File: src/design/deq_pkg.sv
// ---------------------------------------------------------------------------
// Deque package
// Command and status codes, control states and the queued command item.
// ---------------------------------------------------------------------------
package deq_pkg;

  localparam int DATA_W = 32;
  localparam int IN_TDATA_W = 40;
  localparam int OUT_TUSER_W = 3;

  typedef enum logic [2:0] {
    CMD_PUSH_FRONT = 3'd0,
    CMD_PUSH_BACK  = 3'd1,
    CMD_POP_FRONT  = 3'd2,
    CMD_POP_BACK   = 3'd3,
    CMD_SHOW       = 3'd4
  } deq_cmd_t;

  localparam logic [1:0] ST_OK    = 2'd0;
  localparam logic [1:0] ST_FULL  = 2'd1;
  localparam logic [1:0] ST_EMPTY = 2'd2;

  typedef enum logic {
    S_IDLE,
    S_EMIT
  } deq_state_t;

  typedef struct packed {
    deq_cmd_t                  cmd;
    logic signed [DATA_W-1:0]  value;
  } deq_item_t;

endpackage

File: src/design/double_ended_queue.sv
// A push, a refused push or an empty result is registered in the command queue and then in the output register.
// A pop is registered in the command queue, then at the registered read port of the store, then in the output register.
// Show takes the same path as a pop, then gives 2 * count results, one per cycle while the output is not stalled.
// The back end takes no new command while a pop or a show is still giving its results.
// A two-item command queue lets input be taken while results wait on the output register.
// Synchronous active-low reset clears the front index, the count and all handshake state.
// ---------------------------------------------------------------------------
// Double-ended queue
// Bounded deque of signed 32-bit values held as a ring in a local store.
// ---------------------------------------------------------------------------
module double_ended_queue #(
  parameter int DEPTH = 32
) (
  input  logic                            clk,
  input  logic                            rst_n,
  input  logic                            in_tvalid,
  output logic                            in_tready,
  // cmd [2:0], value [34:3], zero fill [39:35]
  input  logic [deq_pkg::IN_TDATA_W-1:0]  in_tdata,
  output logic                            out_tvalid,
  input  logic                            out_tready,
  // data_out [31:0]
  output logic [deq_pkg::DATA_W-1:0]      out_tdata,
  // status [1:0], backward_pass [2]
  output logic [deq_pkg::OUT_TUSER_W-1:0] out_tuser,
  output logic                            out_tlast
);
  import deq_pkg::*;

  logic      q_valid;
  logic      q_ready;
  deq_item_t q_item;

  deq_front u_front (
    .clk       (clk),
    .rst_n     (rst_n),
    .in_tvalid (in_tvalid),
    .in_tready (in_tready),
    .in_tdata  (in_tdata),
    .q_valid   (q_valid),
    .q_ready   (q_ready),
    .q_item    (q_item)
  );

  deq_back #(
    .DEPTH (DEPTH)
  ) u_back (
    .clk        (clk),
    .rst_n      (rst_n),
    .q_valid    (q_valid),
    .q_ready    (q_ready),
    .q_item     (q_item),
    .out_tvalid (out_tvalid),
    .out_tready (out_tready),
    .out_tdata  (out_tdata),
    .out_tuser  (out_tuser),
    .out_tlast  (out_tlast)
  );

endmodule

File: src/design/deq_front.sv
// ---------------------------------------------------------------------------
// Deque front end
// Accepts commands, drops unused codes and holds up to two in a queue.
// ---------------------------------------------------------------------------
module deq_front (
  input  logic                         clk,
  input  logic                         rst_n,
  input  logic                         in_tvalid,
  output logic                         in_tready,
  input  logic [deq_pkg::IN_TDATA_W-1:0] in_tdata,
  output logic                         q_valid,
  input  logic                         q_ready,
  output deq_pkg::deq_item_t           q_item
);
  import deq_pkg::*;

  deq_item_t  buf_r [2];
  logic       wr_ptr_r;
  logic       wr_ptr_nxt;
  logic       rd_ptr_r;
  logic       rd_ptr_nxt;
  logic [1:0] cnt_r;
  logic [1:0] cnt_nxt;
  logic       code_ok;
  logic       push;
  logic       pop;

  always_comb begin
    code_ok = (in_tdata[2:0] == CMD_PUSH_FRONT) || (in_tdata[2:0] == CMD_PUSH_BACK) ||
              (in_tdata[2:0] == CMD_POP_FRONT) || (in_tdata[2:0] == CMD_POP_BACK) ||
              (in_tdata[2:0] == CMD_SHOW);
    in_tready  = (cnt_r != 2'd2);
    q_valid    = (cnt_r != 2'd0);
    q_item     = buf_r[rd_ptr_r];
    push       = in_tvalid && in_tready && code_ok;
    pop        = q_valid && q_ready;
    wr_ptr_nxt = push ? ~wr_ptr_r : wr_ptr_r;
    rd_ptr_nxt = pop ? ~rd_ptr_r : rd_ptr_r;
    cnt_nxt    = cnt_r + {1'b0, push} - {1'b0, pop};
  end

  always_ff @(posedge clk) begin
    if (!rst_n) begin
      wr_ptr_r <= 1'b0;
      rd_ptr_r <= 1'b0;
      cnt_r    <= 2'd0;
    end else begin
      wr_ptr_r <= wr_ptr_nxt;
      rd_ptr_r <= rd_ptr_nxt;
      cnt_r    <= cnt_nxt;
    end
  end

  always_ff @(posedge clk) begin
    if (push) begin
      buf_r[wr_ptr_r].cmd   <= deq_cmd_t'(in_tdata[2:0]);
      buf_r[wr_ptr_r].value <= in_tdata[34:3];
    end
  end

endmodule

File: src/design/deq_back.sv
// ---------------------------------------------------------------------------
// Deque back end
// Executes commands on the ring store and drives the registered result.
// ---------------------------------------------------------------------------
module deq_back #(
  parameter int DEPTH = 32
) (
  input  logic                          clk,
  input  logic                          rst_n,
  input  logic                          q_valid,
  output logic                          q_ready,
  input  deq_pkg::deq_item_t            q_item,
  output logic                          out_tvalid,
  input  logic                          out_tready,
  output logic [deq_pkg::DATA_W-1:0]    out_tdata,
  output logic [deq_pkg::OUT_TUSER_W-1:0] out_tuser,
  output logic                          out_tlast
);
  import deq_pkg::*;

  localparam int IW = (DEPTH > 1) ? $clog2(DEPTH) : 1;
  localparam int CW = $clog2(DEPTH + 1);

  function automatic logic [IW-1:0] ring(input logic [IW-1:0] base,
                                         input logic [CW-1:0] off);
    logic [CW:0] s;
    s = (CW+1)'(base) + (CW+1)'(off);
    if (s >= (CW+1)'(DEPTH)) begin
      s = s - (CW+1)'(DEPTH);
    end
    return s[IW-1:0];
  endfunction

  logic [DATA_W-1:0] mem [DEPTH];
  logic [DATA_W-1:0] rd_data_r;

  deq_state_t        state_r, state_nxt;
  logic [IW-1:0]     front_r, front_nxt;
  logic [CW-1:0]     count_r, count_nxt;
  logic [CW-1:0]     pos_r, pos_nxt;
  logic              bwd_r, bwd_nxt;
  logic              show_r, show_nxt;

  logic              out_valid_r;
  logic [1:0]        out_status_r;
  logic [DATA_W-1:0] out_data_r;
  logic              out_bwd_r;
  logic              out_last_r;

  logic              slot_free;
  logic              full;
  logic              empty;
  logic              wr_en;
  logic [IW-1:0]     wr_addr;
  logic              rd_en;
  logic [IW-1:0]     rd_addr;
  logic              ld;
  logic [1:0]        ld_status;
  logic [DATA_W-1:0] ld_data;
  logic              ld_bwd;
  logic              ld_last;

  always_comb begin
    slot_free = !out_valid_r || out_tready;
    full      = (count_r == CW'(DEPTH));
    empty     = (count_r == '0);
    state_nxt = state_r;
    front_nxt = front_r;
    count_nxt = count_r;
    pos_nxt   = pos_r;
    bwd_nxt   = bwd_r;
    show_nxt  = show_r;
    q_ready   = 1'b0;
    wr_en     = 1'b0;
    wr_addr   = front_r;
    rd_en     = 1'b0;
    rd_addr   = front_r;
    ld        = 1'b0;
    ld_status = ST_OK;
    ld_data   = '0;
    ld_bwd    = 1'b0;
    ld_last   = 1'b1;
    case (state_r)
      S_IDLE: begin
        q_ready = slot_free;
        if (q_valid && slot_free) begin
          case (q_item.cmd)
            CMD_PUSH_FRONT, CMD_PUSH_BACK: begin
              ld = 1'b1;
              if (full) begin
                ld_status = ST_FULL;
              end else begin
                wr_en     = 1'b1;
                count_nxt = count_r + CW'(1);
                if (q_item.cmd == CMD_PUSH_FRONT) begin
                  wr_addr   = ring(front_r, CW'(DEPTH - 1));
                  front_nxt = ring(front_r, CW'(DEPTH - 1));
                end else begin
                  wr_addr = ring(front_r, count_r);
                end
              end
            end
            CMD_POP_FRONT, CMD_POP_BACK: begin
              if (empty) begin
                ld        = 1'b1;
                ld_status = ST_EMPTY;
              end else begin
                rd_en     = 1'b1;
                count_nxt = count_r - CW'(1);
                show_nxt  = 1'b0;
                state_nxt = S_EMIT;
                if (q_item.cmd == CMD_POP_FRONT) begin
                  rd_addr   = front_r;
                  front_nxt = ring(front_r, CW'(1));
                end else begin
                  rd_addr = ring(front_r, count_r - CW'(1));
                end
              end
            end
            CMD_SHOW: begin
              if (empty) begin
                ld        = 1'b1;
                ld_status = ST_EMPTY;
              end else begin
                rd_en     = 1'b1;
                rd_addr   = front_r;
                pos_nxt   = '0;
                bwd_nxt   = 1'b0;
                show_nxt  = 1'b1;
                state_nxt = S_EMIT;
              end
            end
            default: begin
            end
          endcase
        end
      end
      S_EMIT: begin
        if (slot_free) begin
          ld      = 1'b1;
          ld_data = rd_data_r;
          ld_bwd  = show_r && bwd_r;
          ld_last = !show_r || (bwd_r && (pos_r == '0));
          if (ld_last) begin
            state_nxt = S_IDLE;
          end else begin
            rd_en = 1'b1;
            if (!bwd_r) begin
              if (pos_r == count_r - CW'(1)) begin
                bwd_nxt = 1'b1;
                rd_addr = ring(front_r, pos_r);
              end else begin
                pos_nxt = pos_r + CW'(1);
                rd_addr = ring(front_r, pos_r + CW'(1));
              end
            end else begin
              pos_nxt = pos_r - CW'(1);
              rd_addr = ring(front_r, pos_r - CW'(1));
            end
          end
        end
      end
      default: begin
        state_nxt = S_IDLE;
      end
    endcase
  end

  always_ff @(posedge clk) begin
    if (!rst_n) begin
      state_r     <= S_IDLE;
      front_r     <= '0;
      count_r     <= '0;
      pos_r       <= '0;
      bwd_r       <= 1'b0;
      show_r      <= 1'b0;
      out_valid_r <= 1'b0;
    end else begin
      state_r <= state_nxt;
      front_r <= front_nxt;
      count_r <= count_nxt;
      pos_r   <= pos_nxt;
      bwd_r   <= bwd_nxt;
      show_r  <= show_nxt;
      if (ld) begin
        out_valid_r <= 1'b1;
      end else if (out_tready) begin
        out_valid_r <= 1'b0;
      end
    end
  end

  always_ff @(posedge clk) begin
    if (ld) begin
      out_status_r <= ld_status;
      out_data_r   <= ld_data;
      out_bwd_r    <= ld_bwd;
      out_last_r   <= ld_last;
    end
  end

  always_ff @(posedge clk) begin
    if (wr_en) begin
      mem[wr_addr] <= q_item.value;
    end
    if (rd_en) begin
      rd_data_r <= mem[rd_addr];
    end
  end

  assign out_tvalid = out_valid_r;
  assign out_tdata  = out_data_r;
  assign out_tuser  = {out_bwd_r, out_status_r};
  assign out_tlast  = out_last_r;

endmodule

File: config.mk
export PLATFORM = sky130hd
export DESIGN_NAME = double_ended_queue
export DESIGN_NICKNAME = d
export VERILOG_FILES = /design/src/design/deq_pkg.sv /design/src/design/double_ended_queue.sv /design/src/design/deq_front.sv /design/src/design/deq_back.sv
export SDC_FILE = /design/constraint.sdc
export NUM_CORES = 1
export LEC_CHECK = 0
export ABC_AREA = 1
export BUFFER_PORTS_ARGS = -buffer_cell sky130_fd_sc_hd__buf_2
export CAP_MARGIN = 30
export CELL_PAD_IN_SITES_DETAIL_PLACEMENT = 0
export CELL_PAD_IN_SITES_GLOBAL_PLACEMENT = 2
export CORE_MARGIN = 1
export CORE_UTILIZATION = 35
export CTS_BUF_LIST = sky130_fd_sc_hd__clkbuf_8
export CTS_CLUSTER_DIAMETER = 200
export CTS_CLUSTER_SIZE = 12
export DETAILED_ROUTE_END_ITERATION = 7
export GPL_TIMING_DRIVEN = 0
export PLACE_DENSITY_LB_ADDON = 0.1
export SYNTH_ARGS = -nofsm -noshare
export SYNTH_HDL_FRONTEND = slang
export SYNTH_SLANG_ARGS = --single-unit
File: constraint.sdc
create_clock -name clk -period 8.38 [get_ports clk]
set_input_delay 0.838 -clock clk [delete_from_list [all_inputs] [get_ports clk]]
set_output_delay 0.838 -clock clk [all_outputs]
set_load 0.01 [all_outputs]
==> results.py, run 1 <==
metrics = {
    "run_status": {
        "status": "finished, final reports clean",
    },
    "critical_path": {
        "critPathKind": "reg2reg",
        "r2r_setup_slack_ps": 2530,
        "crit_top_cell": "nand2_1",
        "cp_max_fo": 11,
        "cp-end-kind": "flop",
        "critPathLaunchType": "flop",
        "rr_worst_depth": 23,
        "cp.required_ps": 8970,
        "arrival_ps": 6440,
        "crit_slowest_cell": "clkbuf_1",
        "critPathTopFamily": "simple AND/OR/NAND/NOR gates",
        "path_buf_inv": 4,
        "max_stage_delay_ps": 650,
        "crit_chain": "inv_1, ha_1, xor2_1, nand2_1, nor2_1, nand2_1, nor2_2, nand2_2, nor2_2, xor2_1, ha_1, fa_1, xnor2_1, o21ai_0, nand2_1, inv_1, buf_2, clkbuf_1, nand3_1, nand3_1, nand2_1, nand2_1, nand2_1",
        "r2r-end": "u_back.rd_data_r[24]$_DFFE_PP_",
        "r2r_start": "u_back.count_r[0]$_SDFFE_PN0P_",
    },
    "min_path": {
        "min_path_type": "in2reg",
        "worstHoldEndpoint": "u_front.buf_r[0][19]$_DFFE_PP_",
        "hold_depth": 1,
        "worstHoldStart": "in_tdata[22]",
    },
    "power_and_ir_drop": {
        "leakage_nw": 23.2,
        "power.density_nw_per_um2": 359,
        "peakVddDrop_uv": 179,
    },
    "sta": {
        "worst_clock_skew_ps": 42.0,
        "drv_slew": 0,
        "fin_crit_ps": 5850,
        "rsz0062_at_grt": "false",
        "hold_violations": 0,
        "tightest_slew_ps": 1000,
        "post-route-period-util_pct": 69.8,
        "maxSlewHeadroom_pct": 32.9,
        "fin_tns_setup_ps": 0,
        "finalSetupViolations": 0,
        "fmax_ghz": 0.171,
    },
    "synthesis": {
        "syn_inst": 4711,
        "synth_edf_count": 1162,
        "yosysWarnings": 0,
        "syn_nets": 4778,
        "async_flop_share_pct": 0,
        "yosys_register_bits": 1188,
        "yosys_most_used_dff": "edfxtp_1",
        "netlist_area_sq_um": 51500,
        "ys_types": 45,
        "seq_area_frac_synth_pct": 68.8,
        "syn_avg_cell_area_sq_um": 10.9,
    },
    "clock_tree": {
        "cts-root-buf": "clkbuf_8",
        "cts_setup_buffers": 0,
        "cts_resized": 0,
        "clock_latency_ps": 850,
        "cts_tree": "yes",
        "cts_num_sinks": 1188,
        "htree_levels": 3,
        "cts_max_path_buffers": 3,
        "clk_pin_slew_ps": 100,
        "numCtsBuffers": 108,
        "ctsHoldBuffers": 0,
    },
    "cells_and_area": {
        "layout.nets": 5026,
        "multi_input_area_sq_um": 11700,
        "syn_to_final_growth_pct": 11.9,
        "fillers": 14300,
        "fin_cells": 6911,
        "fin_util_pct": 39.5,
        "seqCellArea_sq_um": 35400,
        "drive_gt1_share_pct": 10.7,
    },
    "die": {
        "fp.coreArea_sq_um": 146000,
        "fp.dieH_microns": 385,
        "start_util_pct": 35.3,
        "die_area_sq_um": 149000,
        "die_w_microns": 385,
        "placementRows": 140,
        "pin_count": 82,
    },
    "global_route": {
        "use_met1_pct": 34.0,
        "global_route.usage.met2_pct": 33.6,
        "grt_pass1_vias": 31800,
        "track_usage_pct": 22.2,
        "grt_pass1_wl_microns": 234000,
        "grt_start_max_net_pins": 33,
        "grt_antenna_before_repair": 14,
        "met3_usage_pct": 2.28,
        "top_usage_layer": "met1",
        "grt.overflow.total": 0,
    },
    "route": {
        "vias": 33100,
        "drtAntennaViolNets": 0,
        "drt-vias-per-instance": 4.78,
        "drt-initial-drc-count": 2938,
        "routed_wl_microns": 165000,
        "drc": 0,
        "wl_per_cell_microns": 23.8,
        "first_pass_iters": 6,
    },
    "place": {
        "gpl.final_weighted_congestion": 0.813,
        "dp_cells": 6766,
        "hpwl_microns": 118000,
        "io_buffers": 76,
    },
    "flow_run": {
        "max-cap-violations": 0,
    },
}
==> cells by family (layout without fill, tap and decap cells) <==
family | after synthesis | after routing | synth area share, %
simple gates | 2016 | 2016 | 16.9
xor+xnor | 29 | 29 | 0.523
buf+inv | 1144 | 1419 | 9.04
flops | 1188 | 1188 | 68.8
fa+ha+maj | 23 | 23 | 0.603
compound gates | 311 | 311 | 4.07
other cells | 0 | 8 | 0
==> cells in the final DEF (no fill, tap or decap), drive strengths merged, types with 3 or more instances in the layout <==
cell    synthesis  routed
edfxtp       1162    1162
nand2        1096    1096
inv           899     925
nand3         804     804
buf           201     339
o211ai        194     194
clkbuf         43     152
nor2           97      97
o21ai          62      62
a21oi          34      34
dfxtp          26      26
xor2           20      20
ha             20      20
nand4          10      10
diode           0       8
xnor2           8       8
a31oi           5       5
nor3            5       5
a211oi          5       5
o31ai           3       3
fa              3       3
==> through the flow <==
stage	total power, W	hold slack [ps]	area [sq um]	setup WS, ps
6_report	0.0207	184	57600	2530
5_1_grt	0.0218	133	57600	2090
4_1_cts	0.0210	85.4	57600	2500
3_5_place_dp	0.0178	472	55900	2520
3_3_place_gp	0.0175	463	54200	1760
2_1_floorplan	0.0128	443	51500	4250
==> area by class of cell <==
| class | instances | area share, % |
|---|---|---|
| multi-input cells | 2379 | 20.4 |
| clock inverters | 28 | 0.248 |
| flip-flops and latches | 1188 | 61.5 |
| well taps | 1917 | 4.16 |
| plain buffers | 244 | 2.20 |
| diodes | 8 | 0.0348 |
| repair buffers | 138 | 3.02 |
| inverters | 900 | 5.87 |
| clock buffers | 109 | 2.60 |
==> worst max path at each step <==
stage / start / end / slack (ps) / cells past startpoint
after floorplan: out_tready / u_back.mem[24][0]$_DFFE_PP_ / 4250 / 17
after global placement: out_tready / u_back.mem[24][17]$_DFFE_PP_ / 1760 / 18
after detailed placement: u_back.count_r[0]$_SDFFE_PN0P_ / u_back.rd_data_r[24]$_DFFE_PP_ / 2520 / 23
after CTS: u_back.count_r[0]$_SDFFE_PN0P_ / u_back.rd_data_r[19]$_DFFE_PP_ / 2500 / 23
after global routing: u_back.count_r[0]$_SDFFE_PN0P_ / u_back.rd_data_r[19]$_DFFE_PP_ / 2090 / 23
final: u_back.count_r[0]$_SDFFE_PN0P_ / u_back.rd_data_r[24]$_DFFE_PP_ / 2530 / 23
==> synth_stat cells, types with 7 or more instances <==
| cell type | count | share of area, % |
|---|---|---|
| o21ai_0 | 53 | 0.52 |
| xnor2_1 | 8 | 0.14 |
| o21ai_1 | 8 | 0.078 |
| nor2_1 | 90 | 0.66 |
| nand2_1 | 1088 | 7.9 |
| inv_2 | 7 | 0.051 |
| buf_1 | 20 | 0.15 |
| a21oi_1 | 34 | 0.33 |
| nand4_1 | 9 | 0.11 |
| xor2_1 | 20 | 0.34 |
| edfxtp_1 | 1162 | 68 |
| clkbuf_1 | 42 | 0.31 |
| inv_1 | 891 | 6.5 |
| dfxtp_1 | 26 | 1.0 |
| buf_2 | 135 | 1.3 |
| o211ai_1 | 194 | 2.8 |
| nand3_1 | 798 | 7.8 |
| ha_1 | 20 | 0.49 |
| buf_4 | 44 | 0.64 |
==> where the power goes <==
part	switching, W	internal, W	leakage (nW)	total [W]
clock	0.00201	0.00118	0.925	0.00319
sequential	0.000142	0.00760	10.7	0.00775
combinational	0.00735	0.00240	11.6	0.00974
==> flip-flops by register name, indices dropped and copies added (netlist names), 2 cells and up, named ones only <==
name,flops
u_back.pos_r,6
u_back.out_tdata,32
u_front.cnt_r,2
u_back.rd_data_r,32
u_back.mem,1024
u_back.count_r,6
u_front.buf_r,70
u_back.front_r,5
u_back.out_status_r,2
==> per-layer routing <==
metal | part of all wire, % | routed length (microns)
met2 | 44 | 71700
met1 | 50 | 82200
met3 | 4.4 | 7310
met5 | 0 | 0
met4 | 2.1 | 3410
Power figures use the tool's default switching activity.
==> inputs of run 2 (changes only) <==
- ABC_AREA: 1 -> 0
- clock period: 8.38 -> 5.1 ns (I/O delays scaled with it)
==> results.py, run 2 <==
metrics = {
    "power_and_ir_drop": {
        "peakVddDrop_uv": 315,
        "total_power_w": 0.0257,
        "leakage_nw": 18.4,
        "power.density_nw_per_um2": 450,
    },
    "cells_and_area": {
        "top_register": "u_back.mem",
        "reg_top3": "u_back.mem x1024, u_front.buf_r x70",
        "layout_common_cells": "edfxtp_1 (1162), o31a_1 (190), clkbuf_8 (115)",
        "largest_reg_flops": 1024,
        "fin_cells": 5101,
        "syn_to_final_growth_pct": 15.8,
        "final_common_cell": "edfxtp_1",
        "drive_gt1_share_pct": 25.0,
        "final_cell_area_sq_um": 57200,
        "layout.nets": 3257,
    },
    "route": {
        "drtAntennaViolNets": 0,
        "first_pass_iters": 5,
        "drt-vias-per-instance": 5.63,
        "drt-initial-drc-count": 2584,
        "wl_per_cell_microns": 31.0,
        "routed_wl_microns": 158000,
        "vias": 28700,
        "drc": 0,
    },
    "synthesis": {
        "netlist_area_sq_um": 49400,
        "yosys_most_used_dff": "edfxtp_1",
        "syn_nets": 2958,
        "seq_area_frac_synth_pct": 71.7,
        "synth_top_family_by_area": "compound AO/OA/AOI/OAI gates",
        "yosys_register_bits": 1188,
        "synth-xor-area-share_pct": 0.727,
        "yosysWarnings": 0,
        "synthTopCellsByCount": "edfxtp_1 (1162), o31a_1 (190), clkbuf_1 (183)",
        "synth_edf_count": 1162,
        "synthAdderAreaFrac_pct": 0.628,
        "syn_avg_cell_area_sq_um": 17.1,
        "yosysTopAreaCell": "edfxtp_1",
        "synth.mux.area_fraction_pct": 8.66,
        "syn_inst": 2891,
        "yosysMostFrequentCell": "edfxtp_1",
        "synth.area.top_cells": "edfxtp_1 (71%), mux4_2 (4.4%), o31a_1 (3.4%)",
        "yosys.area.top_type_share_pct": 70.7,
        "async_flop_share_pct": 0,
        "synth_compound_area_share_pct": 11.9,
        "yosys.area_share.simple_pct": 4.00,
        "ys_types": 74,
    },
    "die": {
        "fp.dieH_microns": 378,
        "die_area_sq_um": 143000,
        "start_util_pct": 35.3,
        "die_w_microns": 378,
        "pin_count": 82,
        "placementRows": 137,
        "fp.coreArea_sq_um": 140000,
    },
    "sta": {
        "maxSlewHeadroom_pct": 32.4,
        "post-route-period-util_pct": 96.8,
        "fmax_ghz": 0.202,
        "drv_slew": 0,
        "finalSetupViolations": 0,
        "worst_clock_skew_ps": 67.3,
        "fin_crit_ps": 4940,
        "tightest_slew_ps": 1010,
        "hold_violations": 0,
        "fin_tns_setup_ps": 0,
    },
    "clock_tree": {
        "cts_max_path_buffers": 3,
        "cts_tree": "yes",
        "htree_levels": 3,
        "cts_num_sinks": 1188,
        "clock_latency_ps": 880,
        "numCtsBuffers": 108,
        "clk_pin_slew_ps": 100,
        "cts-root-buf": "clkbuf_8",
    },
    "critical_path": {
        "cp.required_ps": 5740,
        "critPathLaunchType": "flop",
        "critPathKind": "reg2reg",
        "arrival_ps": 5580,
        "cp_max_fo": 10,
        "cp-end-kind": "flop",
    },
    "place": {
        "gpl.final_weighted_congestion": 0.807,
        "dp_cells": 4894,
        "hpwl_microns": 108000,
        "io_buffers": 76,
        "placedInstanceArea_sq_um": 53400,
    },
    "flow_run": {
        "max-cap-violations": 0,
    },
    "min_path": {
        "min_path_type": "in2reg",
    },
    "global_route": {
        "grt_antenna_before_repair": 6,
        "grt_start_max_net_pins": 33,
        "grt_pass1_vias": 29600,
        "grt.overflow.total": 0,
        "track_usage_pct": 22.1,
        "grt_pass1_wl_microns": 224000,
    },
    "run_status": {
        "status": "finished, final reports clean",
    },
}
-- run 2: final timing paths --
| kind | cells after the start | end | start | slack, ps |
|---|---|---|---|---|
| worst min-delay path | 3 | u_front.buf_r[1][33]$_DFFE_PP_ | in_tvalid | 260 |
| worst max register to register | 18 | u_back.rd_data_r[22]$_DFFE_PP_ | u_back.count_r[2]$_SDFFE_PN0P_ | 160 |
| worst min register to register | 1 | u_back.out_tdata[2]$_SDFFCE_PN0P_ | u_back.rd_data_r[2]$_DFFE_PP_ | 570 |
| worst max-delay path | 18 | u_back.rd_data_r[22]$_DFFE_PP_ | u_back.count_r[2]$_SDFFE_PN0P_ | 160 |
-- run 2: power breakdown --
part           leakage (nW)  internal, W  switching (W)  total, W
clock                 0.939      0.00196        0.00328   0.00523
sequential             10.7       0.0120       0.000152    0.0121
combinational          6.74      0.00295        0.00545   0.00839
-- run 2: critical path: stages (launching register included) --
cell       delay, ps
dfxtp_1          330
buf_2            190
nor3_1           530
xnor3_1          350
o2111ai_4        160
nor2_2            80
xnor2_1          150
ha_2             210
fa_2             410
xor2_4           170
buf_12           150
nor2_4            60
clkbuf_4         220
clkbuf_4         240
o31a_1           290
o32ai_1          360
mux2_2           320
o22ai_1          160
mux2_2           290
-- run 2: cell type report --
| type | instances | area, sq um |
|---|---|---|
| antenna | 6 | 15.0 |
| buffer | 260 | 1560 |
| clock buffer | 110 | 1510 |
| clock inverter | 29 | 149 |
| fill | 12600 | 82500 |
| inverter | 16 | 60.1 |
| multi-input combinational | 1423 | 14100 |
| sequential | 1188 | 35400 |
| tap | 1876 | 2350 |
| timing repair buffer | 193 | 2040 |
-- run 2: cells by family after synthesis --
logic type               after synthesis
multiplexers                         295
flip-flops                          1188
adder cells (fa/ha/maj)               23
AND/OR/NAND/NOR                      351
XOR/XNOR                              36
AO/OA/AOI/OAI                        718
buffers and inverters                280
-- run 2: layer usage --
layer | routed length, microns | vias up | track usage (%)
met5 | 0 | - | 0
met4 | 2690 | 0 | 4.62
li1 | - | 12600 | -
met1 | 71700 | 15200 | 30.6
met3 | 5960 | 163 | 2.83
met2 | 77800 | 721 | 37.2
-- run 2: through the flow --
stage / hold slack [ps] / setup WS, ps / util (%)
after floorplan: 512 / 185 / -
after global placement: 543 / -2890 / 37.3
after detailed placement: 554 / -2390 / 38.2
after CTS: 149 / 29.8 / 40.7
after global routing: 187 / -6.77 / 40.9
final: 255 / 161 / 40.9
-- run 2: timing repair --
item | in CTS | in global routing
hold endpoints to repair | 77 | 0
pin swaps | 13 | 7
endpoints found under the setup margin | 32 | 192
gates cloned | 2 | 1
gates resized for setup | 319 | 74
hold buffers | 37 | 0
buffers inserted | 15 | 9
